--- config.mk ---
export PLATFORM = sky130hd
export DESIGN_NAME = dual_channel_moving_average
export DESIGN_NICKNAME = d
export VERILOG_FILES = /design/src/hdl/dcma_pkg.sv /design/src/hdl/dcma_ring.sv /design/src/hdl/dcma_div.sv /design/src/hdl/dual_channel_moving_average.sv
export SDC_FILE = /design/constraint.sdc
export NUM_CORES = 1
export LEC_CHECK = 0
export ABC_AREA = 1
export BUFFER_PORTS_ARGS = -buffer_cell sky130_fd_sc_hd__buf_4
export CORE_MARGIN = 2
export CORE_UTILIZATION = 44
export CTS_CLUSTER_DIAMETER = 80
export DETAILED_ROUTE_END_ITERATION = 12
export GPL_TIMING_DRIVEN = 0
export PLACE_DENSITY = 0.55
export SLEW_MARGIN = 20
export SYNTH_ARGS = -nofsm -noshare
export SYNTH_HDL_FRONTEND = slang
export SYNTH_HIERARCHICAL = 1
export SYNTH_SLANG_ARGS = --single-unit
export TNS_END_PERCENT = 10
--- constraint.sdc ---
create_clock -name clk -period 3.35 [get_ports clk]
set_clock_uncertainty 0.1 [all_clocks]
set_input_delay 1.005 -clock clk [delete_from_list [all_inputs] [get_ports clk]]
set_output_delay 1.005 -clock clk [all_outputs]
set_load 0.01 [all_outputs]
--- src/hdl/dcma_pkg.sv ---
// Shared types and codes for the dual-channel moving average block.
// No dependencies; imported by the divider and the top level.
package dcma_pkg;

    // Command codes carried on the input channel.
    localparam logic CMD_SAMPLE = 1'b0;
    localparam logic CMD_QUERY  = 1'b1;

    // Probe select codes.
    localparam logic PROBE_ONE = 1'b0;
    localparam logic PROBE_TWO = 1'b1;

    // Sequencer states, one-hot.
    typedef enum logic [4:0] {
        S_IDLE   = 5'b00001,
        S_READ   = 5'b00010,
        S_UPDATE = 5'b00100,
        S_DIV    = 5'b01000,
        S_OUT    = 5'b10000
    } state_t;

    // Status reported by the serial divider.
    typedef struct packed {
        logic busy;
        logic done;
    } div_status_t;

endpackage

--- src/hdl/dcma_ring.sv ---
// Sample storage for both channels: two rings sharing one address.
// Depends on nothing outside this file.
module dcma_ring #(
    parameter int DEPTH  = 20,
    parameter int DATA_W = 12,
    parameter int ADDR_W = 5
) (
    input  logic              clk,
    input  logic              wr_en,
    input  logic              rd_en,
    input  logic [ADDR_W-1:0] addr,
    input  logic [DATA_W-1:0] wr_one,
    input  logic [DATA_W-1:0] wr_two,
    output logic [DATA_W-1:0] rd_one,
    output logic [DATA_W-1:0] rd_two
);

    logic [DATA_W-1:0] mem_one [DEPTH];
    logic [DATA_W-1:0] mem_two [DEPTH];
    logic [DATA_W-1:0] rd_one_reg;
    logic [DATA_W-1:0] rd_two_reg;

    // Write port.
    always_ff @(posedge clk)
    begin
        if (wr_en)
        begin
            mem_one[addr] <= wr_one;
            mem_two[addr] <= wr_two;
        end
    end

    // Registered read port.
    always_ff @(posedge clk)
    begin
        if (rd_en)
        begin
            rd_one_reg <= mem_one[addr];
            rd_two_reg <= mem_two[addr];
        end
    end

    assign rd_one = rd_one_reg;
    assign rd_two = rd_two_reg;

endmodule

--- src/hdl/dcma_div.sv ---
// Restoring serial divider, one quotient bit per cycle.
// Depends on dcma_pkg for the status struct.
module dcma_div #(
    parameter int DIVIDEND_W = 17,
    parameter int DIVISOR_W  = 5
) (
    input  logic                    clk,
    input  logic                    rst_n,
    input  logic                    start,
    input  logic [DIVIDEND_W-1:0]   dividend,
    input  logic [DIVISOR_W-1:0]    divisor,
    output dcma_pkg::div_status_t   status,
    output logic [DIVIDEND_W-1:0]   quotient
);

    import dcma_pkg::*;

    localparam int STEP_W = $clog2(DIVIDEND_W);

    logic                  busy_reg, busy_next;
    logic [STEP_W-1:0]     step_reg, step_next;
    logic [DIVIDEND_W-1:0] quo_reg, quo_next;
    logic [DIVISOR_W-1:0]  rem_reg, rem_next;
    logic [DIVISOR_W-1:0]  den_reg, den_next;
    logic [DIVISOR_W:0]    trial;
    logic [DIVISOR_W:0]    den_ext;
    logic [DIVISOR_W:0]    diff;
    logic                  fits;

    // One trial subtraction per cycle.
    assign trial   = {rem_reg, quo_reg[DIVIDEND_W-1]};
    assign den_ext = {1'b0, den_reg};
    assign diff    = trial - den_ext;
    assign fits    = (trial >= den_ext);

    always_comb
    begin
        busy_next = busy_reg;
        step_next = step_reg;
        quo_next  = quo_reg;
        rem_next  = rem_reg;
        den_next  = den_reg;
        if (start)
        begin
            busy_next = 1'b1;
            step_next = STEP_W'(DIVIDEND_W - 1);
            quo_next  = dividend;
            rem_next  = '0;
            den_next  = divisor;
        end
        else if (busy_reg)
        begin
            // The remainder stays below the divisor, so it fits DIVISOR_W bits.
            rem_next = fits ? diff[DIVISOR_W-1:0] : trial[DIVISOR_W-1:0];
            quo_next = {quo_reg[DIVIDEND_W-2:0], fits};
            if (step_reg == '0)
            begin
                busy_next = 1'b0;
            end
            else
            begin
                step_next = step_reg - 1'b1;
            end
        end
    end

    // Control state.
    always_ff @(posedge clk or negedge rst_n)
    begin
        if (!rst_n)
        begin
            busy_reg <= 1'b0;
            step_reg <= '0;
        end
        else
        begin
            busy_reg <= busy_next;
            step_reg <= step_next;
        end
    end

    // Datapath registers.
    always_ff @(posedge clk)
    begin
        quo_reg <= quo_next;
        rem_reg <= rem_next;
        den_reg <= den_next;
    end

    assign status.busy = busy_reg;
    assign status.done = busy_reg && (step_reg == '0);
    assign quotient    = quo_reg;

endmodule

--- src/hdl/dual_channel_moving_average.sv ---
// Top level of the dual-channel moving average filter with warm-up.
// Depends on dcma_pkg, dcma_ring and dcma_div.
//
//  Channel | Handshake            | Payload
//  --------+----------------------+-------------------------------------
//  input   | in_valid / in_stall  | cmd, sample_one, sample_two, probe
//  output  | out_valid / out_stall| average (one per query)
//
// A sample passes through S_READ (ring read) and S_UPDATE (sum update and ring write).
// A query waits in S_DIV for the serial divider, which produces one quotient
// bit per cycle; an empty window skips the divider and goes straight to S_OUT.
// Reset clears the sums, write position and filled mark; ring contents are
// not cleared and are only used after they have been written.
// The result register holds while out_stall is high; the block keeps taking
// items meanwhile, and a finished query waits until the register is free.
module dual_channel_moving_average #(
    parameter int WINDOW      = 20,
    parameter int SAMPLE_BITS = 12
) (
    input  logic                   clk,
    input  logic                   rst_n,
    input  logic                   in_valid,
    output logic                   in_stall,
    input  logic                   cmd,
    input  logic [SAMPLE_BITS-1:0] sample_one,
    input  logic [SAMPLE_BITS-1:0] sample_two,
    input  logic                   probe,
    output logic                   out_valid,
    input  logic                   out_stall,
    output logic [SAMPLE_BITS-1:0] average
);

    import dcma_pkg::*;

    localparam int POS_W = $clog2(WINDOW);
    localparam int CNT_W = $clog2(WINDOW + 1);
    localparam int SUM_W = SAMPLE_BITS + $clog2(WINDOW);
    localparam int EXT_W = SUM_W - SAMPLE_BITS;
    localparam logic [SUM_W-1:0] SUM_MAX = SUM_W'(WINDOW * ((1 << SAMPLE_BITS) - 1));

    state_t                 state_reg, state_next;
    logic [POS_W-1:0]       pos_reg, pos_next;
    logic                   filled_reg, filled_next;
    logic [SUM_W-1:0]       sum_one_reg, sum_one_next;
    logic [SUM_W-1:0]       sum_two_reg, sum_two_next;
    logic [SAMPLE_BITS-1:0] new_one_reg, new_two_reg;
    logic                   empty_reg, empty_next;
    logic                   out_valid_reg, out_valid_next;
    logic [SAMPLE_BITS-1:0] average_reg, average_next;

    logic                   in_xfer;
    logic                   out_free;
    logic [CNT_W-1:0]       count;
    logic                   div_start;
    logic [SUM_W-1:0]       div_dividend;
    div_status_t            div_status;
    logic [SUM_W-1:0]       div_quotient;
    logic                   ring_wr;
    logic                   ring_rd;
    logic [SAMPLE_BITS-1:0] old_one, old_two;
    logic [SUM_W-1:0]       drop_one, drop_two;

    assign in_xfer  = in_valid && !in_stall;
    assign in_stall = (state_reg != S_IDLE);
    assign out_free = !out_valid_reg || !out_stall;

    // Valid count: write position during warm-up, the full window after.
    assign count = filled_reg ? CNT_W'(WINDOW) : CNT_W'(pos_reg);

    assign div_start    = in_xfer && (cmd == CMD_QUERY) && (count != '0);
    assign div_dividend = (probe == PROBE_TWO) ? sum_two_reg : sum_one_reg;

    assign ring_rd = (state_reg == S_READ);
    assign ring_wr = (state_reg == S_UPDATE);

    dcma_ring #(
        .DEPTH  (WINDOW),
        .DATA_W (SAMPLE_BITS),
        .ADDR_W (POS_W)
    ) u_ring (
        .clk    (clk),
        .wr_en  (ring_wr),
        .rd_en  (ring_rd),
        .addr   (pos_reg),
        .wr_one (new_one_reg),
        .wr_two (new_two_reg),
        .rd_one (old_one),
        .rd_two (old_two)
    );

    dcma_div #(
        .DIVIDEND_W (SUM_W),
        .DIVISOR_W  (CNT_W)
    ) u_div (
        .clk      (clk),
        .rst_n    (rst_n),
        .start    (div_start),
        .dividend (div_dividend),
        .divisor  (count),
        .status   (div_status),
        .quotient (div_quotient)
    );

    // The overwritten reading leaves the sum only once the ring has filled.
    assign drop_one = filled_reg ? {{EXT_W{1'b0}}, old_one} : '0;
    assign drop_two = filled_reg ? {{EXT_W{1'b0}}, old_two} : '0;

    // Sequencer.
    always_comb
    begin
        state_next     = state_reg;
        pos_next       = pos_reg;
        filled_next    = filled_reg;
        sum_one_next   = sum_one_reg;
        sum_two_next   = sum_two_reg;
        empty_next     = empty_reg;
        out_valid_next = out_valid_reg;
        average_next   = average_reg;

        if (out_valid_reg && !out_stall)
        begin
            out_valid_next = 1'b0;
        end

        unique case (state_reg)
            S_IDLE:
            begin
                if (in_xfer)
                begin
                    if (cmd == CMD_SAMPLE)
                    begin
                        state_next = S_READ;
                    end
                    else if (count == '0)
                    begin
                        empty_next = 1'b1;
                        state_next = S_OUT;
                    end
                    else
                    begin
                        empty_next = 1'b0;
                        state_next = S_DIV;
                    end
                end
            end
            S_READ:
            begin
                state_next = S_UPDATE;
            end
            S_UPDATE:
            begin
                sum_one_next = sum_one_reg - drop_one + {{EXT_W{1'b0}}, new_one_reg};
                sum_two_next = sum_two_reg - drop_two + {{EXT_W{1'b0}}, new_two_reg};
                if (pos_reg == POS_W'(WINDOW - 1))
                begin
                    pos_next    = '0;
                    filled_next = 1'b1;
                end
                else
                begin
                    pos_next = pos_reg + 1'b1;
                end
                state_next = S_IDLE;
            end
            S_DIV:
            begin
                if (div_status.done)
                begin
                    state_next = S_OUT;
                end
            end
            S_OUT:
            begin
                // Load the result register once it is free.
                if (out_free)
                begin
                    out_valid_next = 1'b1;
                    average_next   = empty_reg ? '0 : div_quotient[SAMPLE_BITS-1:0];
                    state_next     = S_IDLE;
                end
            end
            default:
            begin
                state_next = S_IDLE;
            end
        endcase
    end

    // Control state.
    always_ff @(posedge clk or negedge rst_n)
    begin
        if (!rst_n)
        begin
            state_reg     <= S_IDLE;
            pos_reg       <= '0;
            filled_reg    <= 1'b0;
            sum_one_reg   <= '0;
            sum_two_reg   <= '0;
            out_valid_reg <= 1'b0;
        end
        else
        begin
            state_reg     <= state_next;
            pos_reg       <= pos_next;
            filled_reg    <= filled_next;
            sum_one_reg   <= sum_one_next;
            sum_two_reg   <= sum_two_next;
            out_valid_reg <= out_valid_next;
        end
    end

    // Payload registers.
    always_ff @(posedge clk)
    begin
        if (in_xfer && (cmd == CMD_SAMPLE))
        begin
            new_one_reg <= sample_one;
            new_two_reg <= sample_two;
        end
        empty_reg   <= empty_next;
        average_reg <= average_next;
    end

    assign out_valid = out_valid_reg;
    assign average   = average_reg;

    // The write position always names an entry of the ring.
    a_pos_range: assert property (@(posedge clk) disable iff (!rst_n)
        pos_reg <= POS_W'(WINDOW - 1))
        else $error("write position beyond the ring");

    // A running sum never exceeds a full window of maximum readings.
    a_sum_range: assert property (@(posedge clk) disable iff (!rst_n)
        (sum_one_reg <= SUM_MAX) && (sum_two_reg <= SUM_MAX))
        else $error("running sum out of range");

    // Once the ring has wrapped it stays filled.
    a_filled_sticky: assert property (@(posedge clk) disable iff (!rst_n)
        filled_reg |=> filled_reg)
        else $error("filled mark cleared");

    // The divider only runs, and so only finishes, while the sequencer waits for it.
    a_div_owner: assert property (@(posedge clk) disable iff (!rst_n)
        div_status.busy |-> (state_reg == S_DIV))
        else $error("divider running outside a query");

endmodule
# ---- Word level (Yosys, flattened, before mapping)
# Memory sizes are Yosys's and may differ from the RTL's. A register that Yosys moved wholly into a read port is not among the register bits.
# Cells that the tools add are included.
dict set report totals {
  output_inout_bits 14
  input_bits 30
  ramBits 480
  memories 2
  word_cells 82
  ff_bits 116
}
# memory depth width read_ports rd_ports_with_merged_regs write_ports line
set memory_table {}
lappend memory_table {u_ring.mem_one 20 12 1 1 1 dcma_ring.sv:18} ;# logic [DATA_W-1:0] mem_one [DEPTH];
lappend memory_table {u_ring.mem_two 20 12 1 1 1 dcma_ring.sv:19} ;# logic [DATA_W-1:0] mem_two [DEPTH];
dict set report op_classes {
  muxes 26
  n_addsub 7
  reduce_logical 19
  n_lt_le_gt_ge 1
  bitwise 1
  eq_ne 11
}
# operator count
set op_table {}
lappend op_table {{5-bit 2-to-1 mux} 11}
lappend op_table {{17-bit 2-to-1 mux} 3}
lappend op_table {{17-bit by 12-bit adder with 17-bit output} 2}
lappend op_table {{17-bit by 12-bit subtractor with 17-bit output} 2}
lappend op_table {{12-bit 2-to-1 mux} 2}
lappend op_table {{5-bit case mux with 4 select lines} 1}
lappend op_table {{5-bit == test, second input constant} 2}
lappend op_table {{5-bit zero test} 2}
lappend op_table {{1-bit 2-to-1 mux} 9}
lappend op_table {{2-bit inequality test, second input constant} 4}
lappend op_table {{6-bit by 5-bit >= comparator with 1-bit output} 1}
lappend op_table {{1-bit logical AND} 6}
lappend op_table {{2-bit AND reduction} 3}
lappend op_table {{3-bit AND reduction} 2}
lappend op_table {{5-bit by 1-bit adder with 5-bit output, second input constant} 1}
lappend op_table {{5-bit by 1-bit == test with 1-bit output, second input constant} 1}
lappend op_table {{5-bit by 2-bit == test with 1-bit output, second input constant} 1}
lappend op_table {{5-bit by 3-bit == test with 1-bit output, second input constant} 1}
lappend op_table {{5-bit by 4-bit == test with 1-bit output, second input constant} 1}
lappend op_table {{5-bit by 1-bit inequality test with 1-bit output, second input constant} 1}
lappend op_table {{5-bit nonzero test} 1}
lappend op_table {{5-bit by 1-bit subtractor with 5-bit output, second input constant} 1}
lappend op_table {{5-bit subtractor} 1}
lappend op_table {{1-bit zero test} 3}
lappend op_table {{other kinds (3)} 3}

# ---- Logic depth before layout (Yosys ltp)
dict set report logic_depth {
  word_depth 7
  ltp_mapped 19
  mapped_depth_nobuf 17
}

# ---- By module
# Netlist, hierarchy kept.
# mod seq_area_each_um2 cells_each n_inst area_each_um2
set modules_own_cells {}
lappend modules_own_cells {dcma_ring 15134.5 1854 1 20455.9}
lappend modules_own_cells {dual_channel_moving_average 2263.4 886 1 6291.0}
lappend modules_own_cells {dcma_div 910.9 185 1 1704.1}

# ---- Least setup slack after synthesis
# Ideal clock, no wire load.
dict set report synth_path {
  kind {input to register}
  from {in in_valid}
  to {reg new_one_reg[0], enable pin}
  t_arrival_ns 2.777
  slack_ns 0.038
  required_time_ns 2.815
  cell_stages 2
  setup_ns 0.435
  path_cell_list {inv_1 -> nor3_1}
}
dict set report synth_between {
  elab_chain_len 2
}
# item line
set synth_lines {}
lappend synth_lines {{start: declaration} dual_channel_moving_average.sv:22} ;# input logic in_valid,
lappend synth_lines {{1-bit logical AND} dual_channel_moving_average.sv:63} ;# assign in_xfer = in_valid && !in_stall;
lappend synth_lines {{1-bit logical AND} dual_channel_moving_average.sv:215} ;# if (in_xfer && (cmd == CMD_SAMPLE))
lappend synth_lines {{end signal: assignment} dual_channel_moving_average.sv:217} ;# new_one_reg <= sample_one;
lappend synth_lines {{end: declaration} dual_channel_moving_average.sv:46} ;# logic [SAMPLE_BITS-1:0] new_one_reg, new_two_reg;
# Every way passes these cells.
# A chain may end at the register's enable or synchronous reset.

# ---- Worst setup path in the final report
dict set report layout_path {
  from {reg new_two_reg[1]}
  to {reg sum_two_reg[8]}
}
dict set report layout_between {
  elab_chain_len 1
}
# item line
set layout_lines {}
lappend layout_lines {{start: declaration} dual_channel_moving_average.sv:46}
lappend layout_lines {{start signal: assignment} dual_channel_moving_average.sv:218} ;# new_two_reg <= sample_two;
lappend layout_lines {{17-bit by 12-bit adder with 17-bit output} dual_channel_moving_average.sv:153} ;# sum_two_next = sum_two_reg - drop_two + {{EXT_W{1'b0}}, new_two_reg};
lappend layout_lines {{end signal: assignment} dual_channel_moving_average.sv:207} ;# sum_two_reg <= sum_two_next;
lappend layout_lines {{end: declaration} dual_channel_moving_average.sv:45} ;# logic [SUM_W-1:0] sum_two_reg, sum_two_next;
# Every way passes these cells.

==> reports/qor.yml <==
grt_pass1_wl_mm: 120
min_path_type: "input pin to asynchronous set/reset pin"
drive_gt1_frac: 0.0981
setup_ws_ps: 175
max-vdd-ir-drop_mv: 0.442
crit_chain: "inv_1 > fa_1 > inv_1 > fa_1 > nand2_1 > nand2_1 > nand3_1 > nand2_1 > or2_0 > nand3_1 > o21ai_0"
cp-end-kind: "flip-flop"
core.rowCount: 93
slowest_delay_ps: 970
areaGrowthSynthToFinish_pct: 15.5
numPortBuffers: 43
final_area_sq_um: 32900
antenna_found_initial: 0
hold_viol_final: 0
cp_max_fo: 21
syn-num-nets: 3020
dieArea_sq_um: 66700
ios: 44
reg_top3: "u_ring/mem_one (240), u_ring/mem_two (240)"
synth_area_sq_um: 28400
place_area_sq_um: 30600
ctsHoldBuffers: 0
grt-ovfl-total: 0
numCtsBuffers: 70
p_per_area_nw_per_um2: 781
cts_tree: "yes"
finalPower_w: 0.0257
syn_inst: 2924
firstDrtPassIters: 5
r2r-end: "sum_two_reg[8]"
die_w_um: 258
grt_pass1_vias: 19323
clock_sinks: 620
rrSetupSlack_ps: 170
crit_top_cell: "nand2_1"
ff2ff_path_depth: 11
first_iter_violations: 1744
drc: 0
coreArea_sq_um: 64200
wl_per_cell_um: 20.4
crit_path_start_kind: "flip-flop"
gp_congestion: 0.850
avgSynthCellArea_sq_um: 9.73
slew_viol_final: 0
initial_core_util: 0.443
htree_num_levels: 3
dp_hpwl_mm: 55.8
crit_path_top_delay_cell: "edfxtp_1"
path_class: "flip-flop to flip-flop"
status: "finished, final reports clean"
vias_per_cell: 5.02
reg2reg_from: "new_two_reg[1]"
dp_slack_ps: 24.3
grt_usage: 0.245
period_minus_slack_ps: 3180
ys_warn_count: 6
cts_max_path_buffers: 3
chipHeight_um: 258
via_count: 19964
grt_max_degree: 53
worstMarginPinSlew_ps: 1070
clkLatencyLatePin_ps: 620
root_buffer: "clkbuf_16"
antennaDiodeCount: 0
setup_viol: 0
rsz0062_at_grt: "true"
fillCellCount: 5851
routed_wl_mm: 80.9
nets: 3163
critPathRequiredTime_ps: 3720
period_share: 0.948
leakagePower_nw: 14.4
maxSlewHeadroom: 0.285
clk_pin_slew_worst_paths_ps: 60
maxCapViolations: 0
max_freq_mhz: 315
cp.arrival_ps: 3550
ant_nets: 0
[through the flow]
| stage | cells | hold WS [ps] | TNS [ps] | util |
|---|---|---|---|---|
| after floorplan | 2924 | 327 | 0 | - |
| after global placement | 3822 | 343 | -519050 | 0.465 |
| after detailed placement | 3846 | 351 | 0 | 0.476 |
| after CTS | 3970 | 362 | 0 | 0.511 |
| after global routing | 3974 | 385 | -189 | 0.512 |
| final | 3974 | 349 | 0 | 0.512 |
[layout by cell type, fill, tap and decap left out, types with 14 or more instances in the layout]
master     instances
nor2_4            26
fa_1              25
buf_16            17
edfxtp_1         563
nand3_1          112
buf_2             45
nor2_1           124
o21ai_0           33
clkbuf_1          31
ha_1              41
dfrtp_1           51
clkinv_1          14
clkbuf_16         74
a21oi_1           22
buf_4             70
inv_1            293
nand2_1         1441
[critical path, delay by kind of cell, from the launching register on]
kind / cells / cell delay, ps
buffers and inverters: 2 / 250
adder cells (fa/ha/maj): 2 / 930
flip-flops: 1 / 970
AO/OA/AOI/OAI: 1 / 80
AND/OR/NAND/NOR: 6 / 690
[worst max-delay path by stage]
stage                               start           endpoint  depth (start not counted)
after floorplan                  in_valid     new_one_reg[0]                          2
after global placement           in_valid    new_two_reg[11]                          3
after detailed placement              cmd  u_div/step_reg[1]                         11
after CTS                 new_one_reg[10]    sum_one_reg[15]                         12
after global routing       new_two_reg[0]     sum_two_reg[8]                         12
final                      new_two_reg[1]     sum_two_reg[8]                         11
[final cells by class]
class	count	area, sq um	area share
Multi-Input combinational cell	1897	8590	0.261
Buffer	101	564	0.0172
Timing Repair Buffer	71	935	0.0284
Sequential cell	620	18300	0.557
Clock buffer	90	1920	0.0585
Clock inverter	34	313	0.00952
Tap cell	855	1070	0.0326
Inverter	306	1150	0.0351
[timing repair]
item,in CTS,in global routing
gates resized for setup,0,5
setup endpoints to repair,0,11
endpoints found under the hold margin,0,0
setup buffers,0,3
[per-layer routing]
| layer | share of wire | wire length [um] | vias up | global-route usage |
|---|---|---|---|---|
| li1 | - | - | 9609 | - |
| met1 | 0.43 | 35100 | 9574 | 0.336 |
| met2 | 0.46 | 37400 | 623 | 0.396 |
| met3 | 0.060 | 4880 | 158 | 0.0318 |
| met4 | 0.043 | 3500 | 0 | 0.103 |
| met5 | 0 | 0 | - | 0 |
[where the power goes]
group	internal, W	switching, W	leakage, nW	total, W
clock network	0.00444	0.00307	1.08	0.00751
registers	0.00920	0.000574	5.80	0.00978
logic	0.00264	0.00573	7.50	0.00837
total	0.0163	0.00937	14.4	0.0257
(Power assumes the default switching activity.)
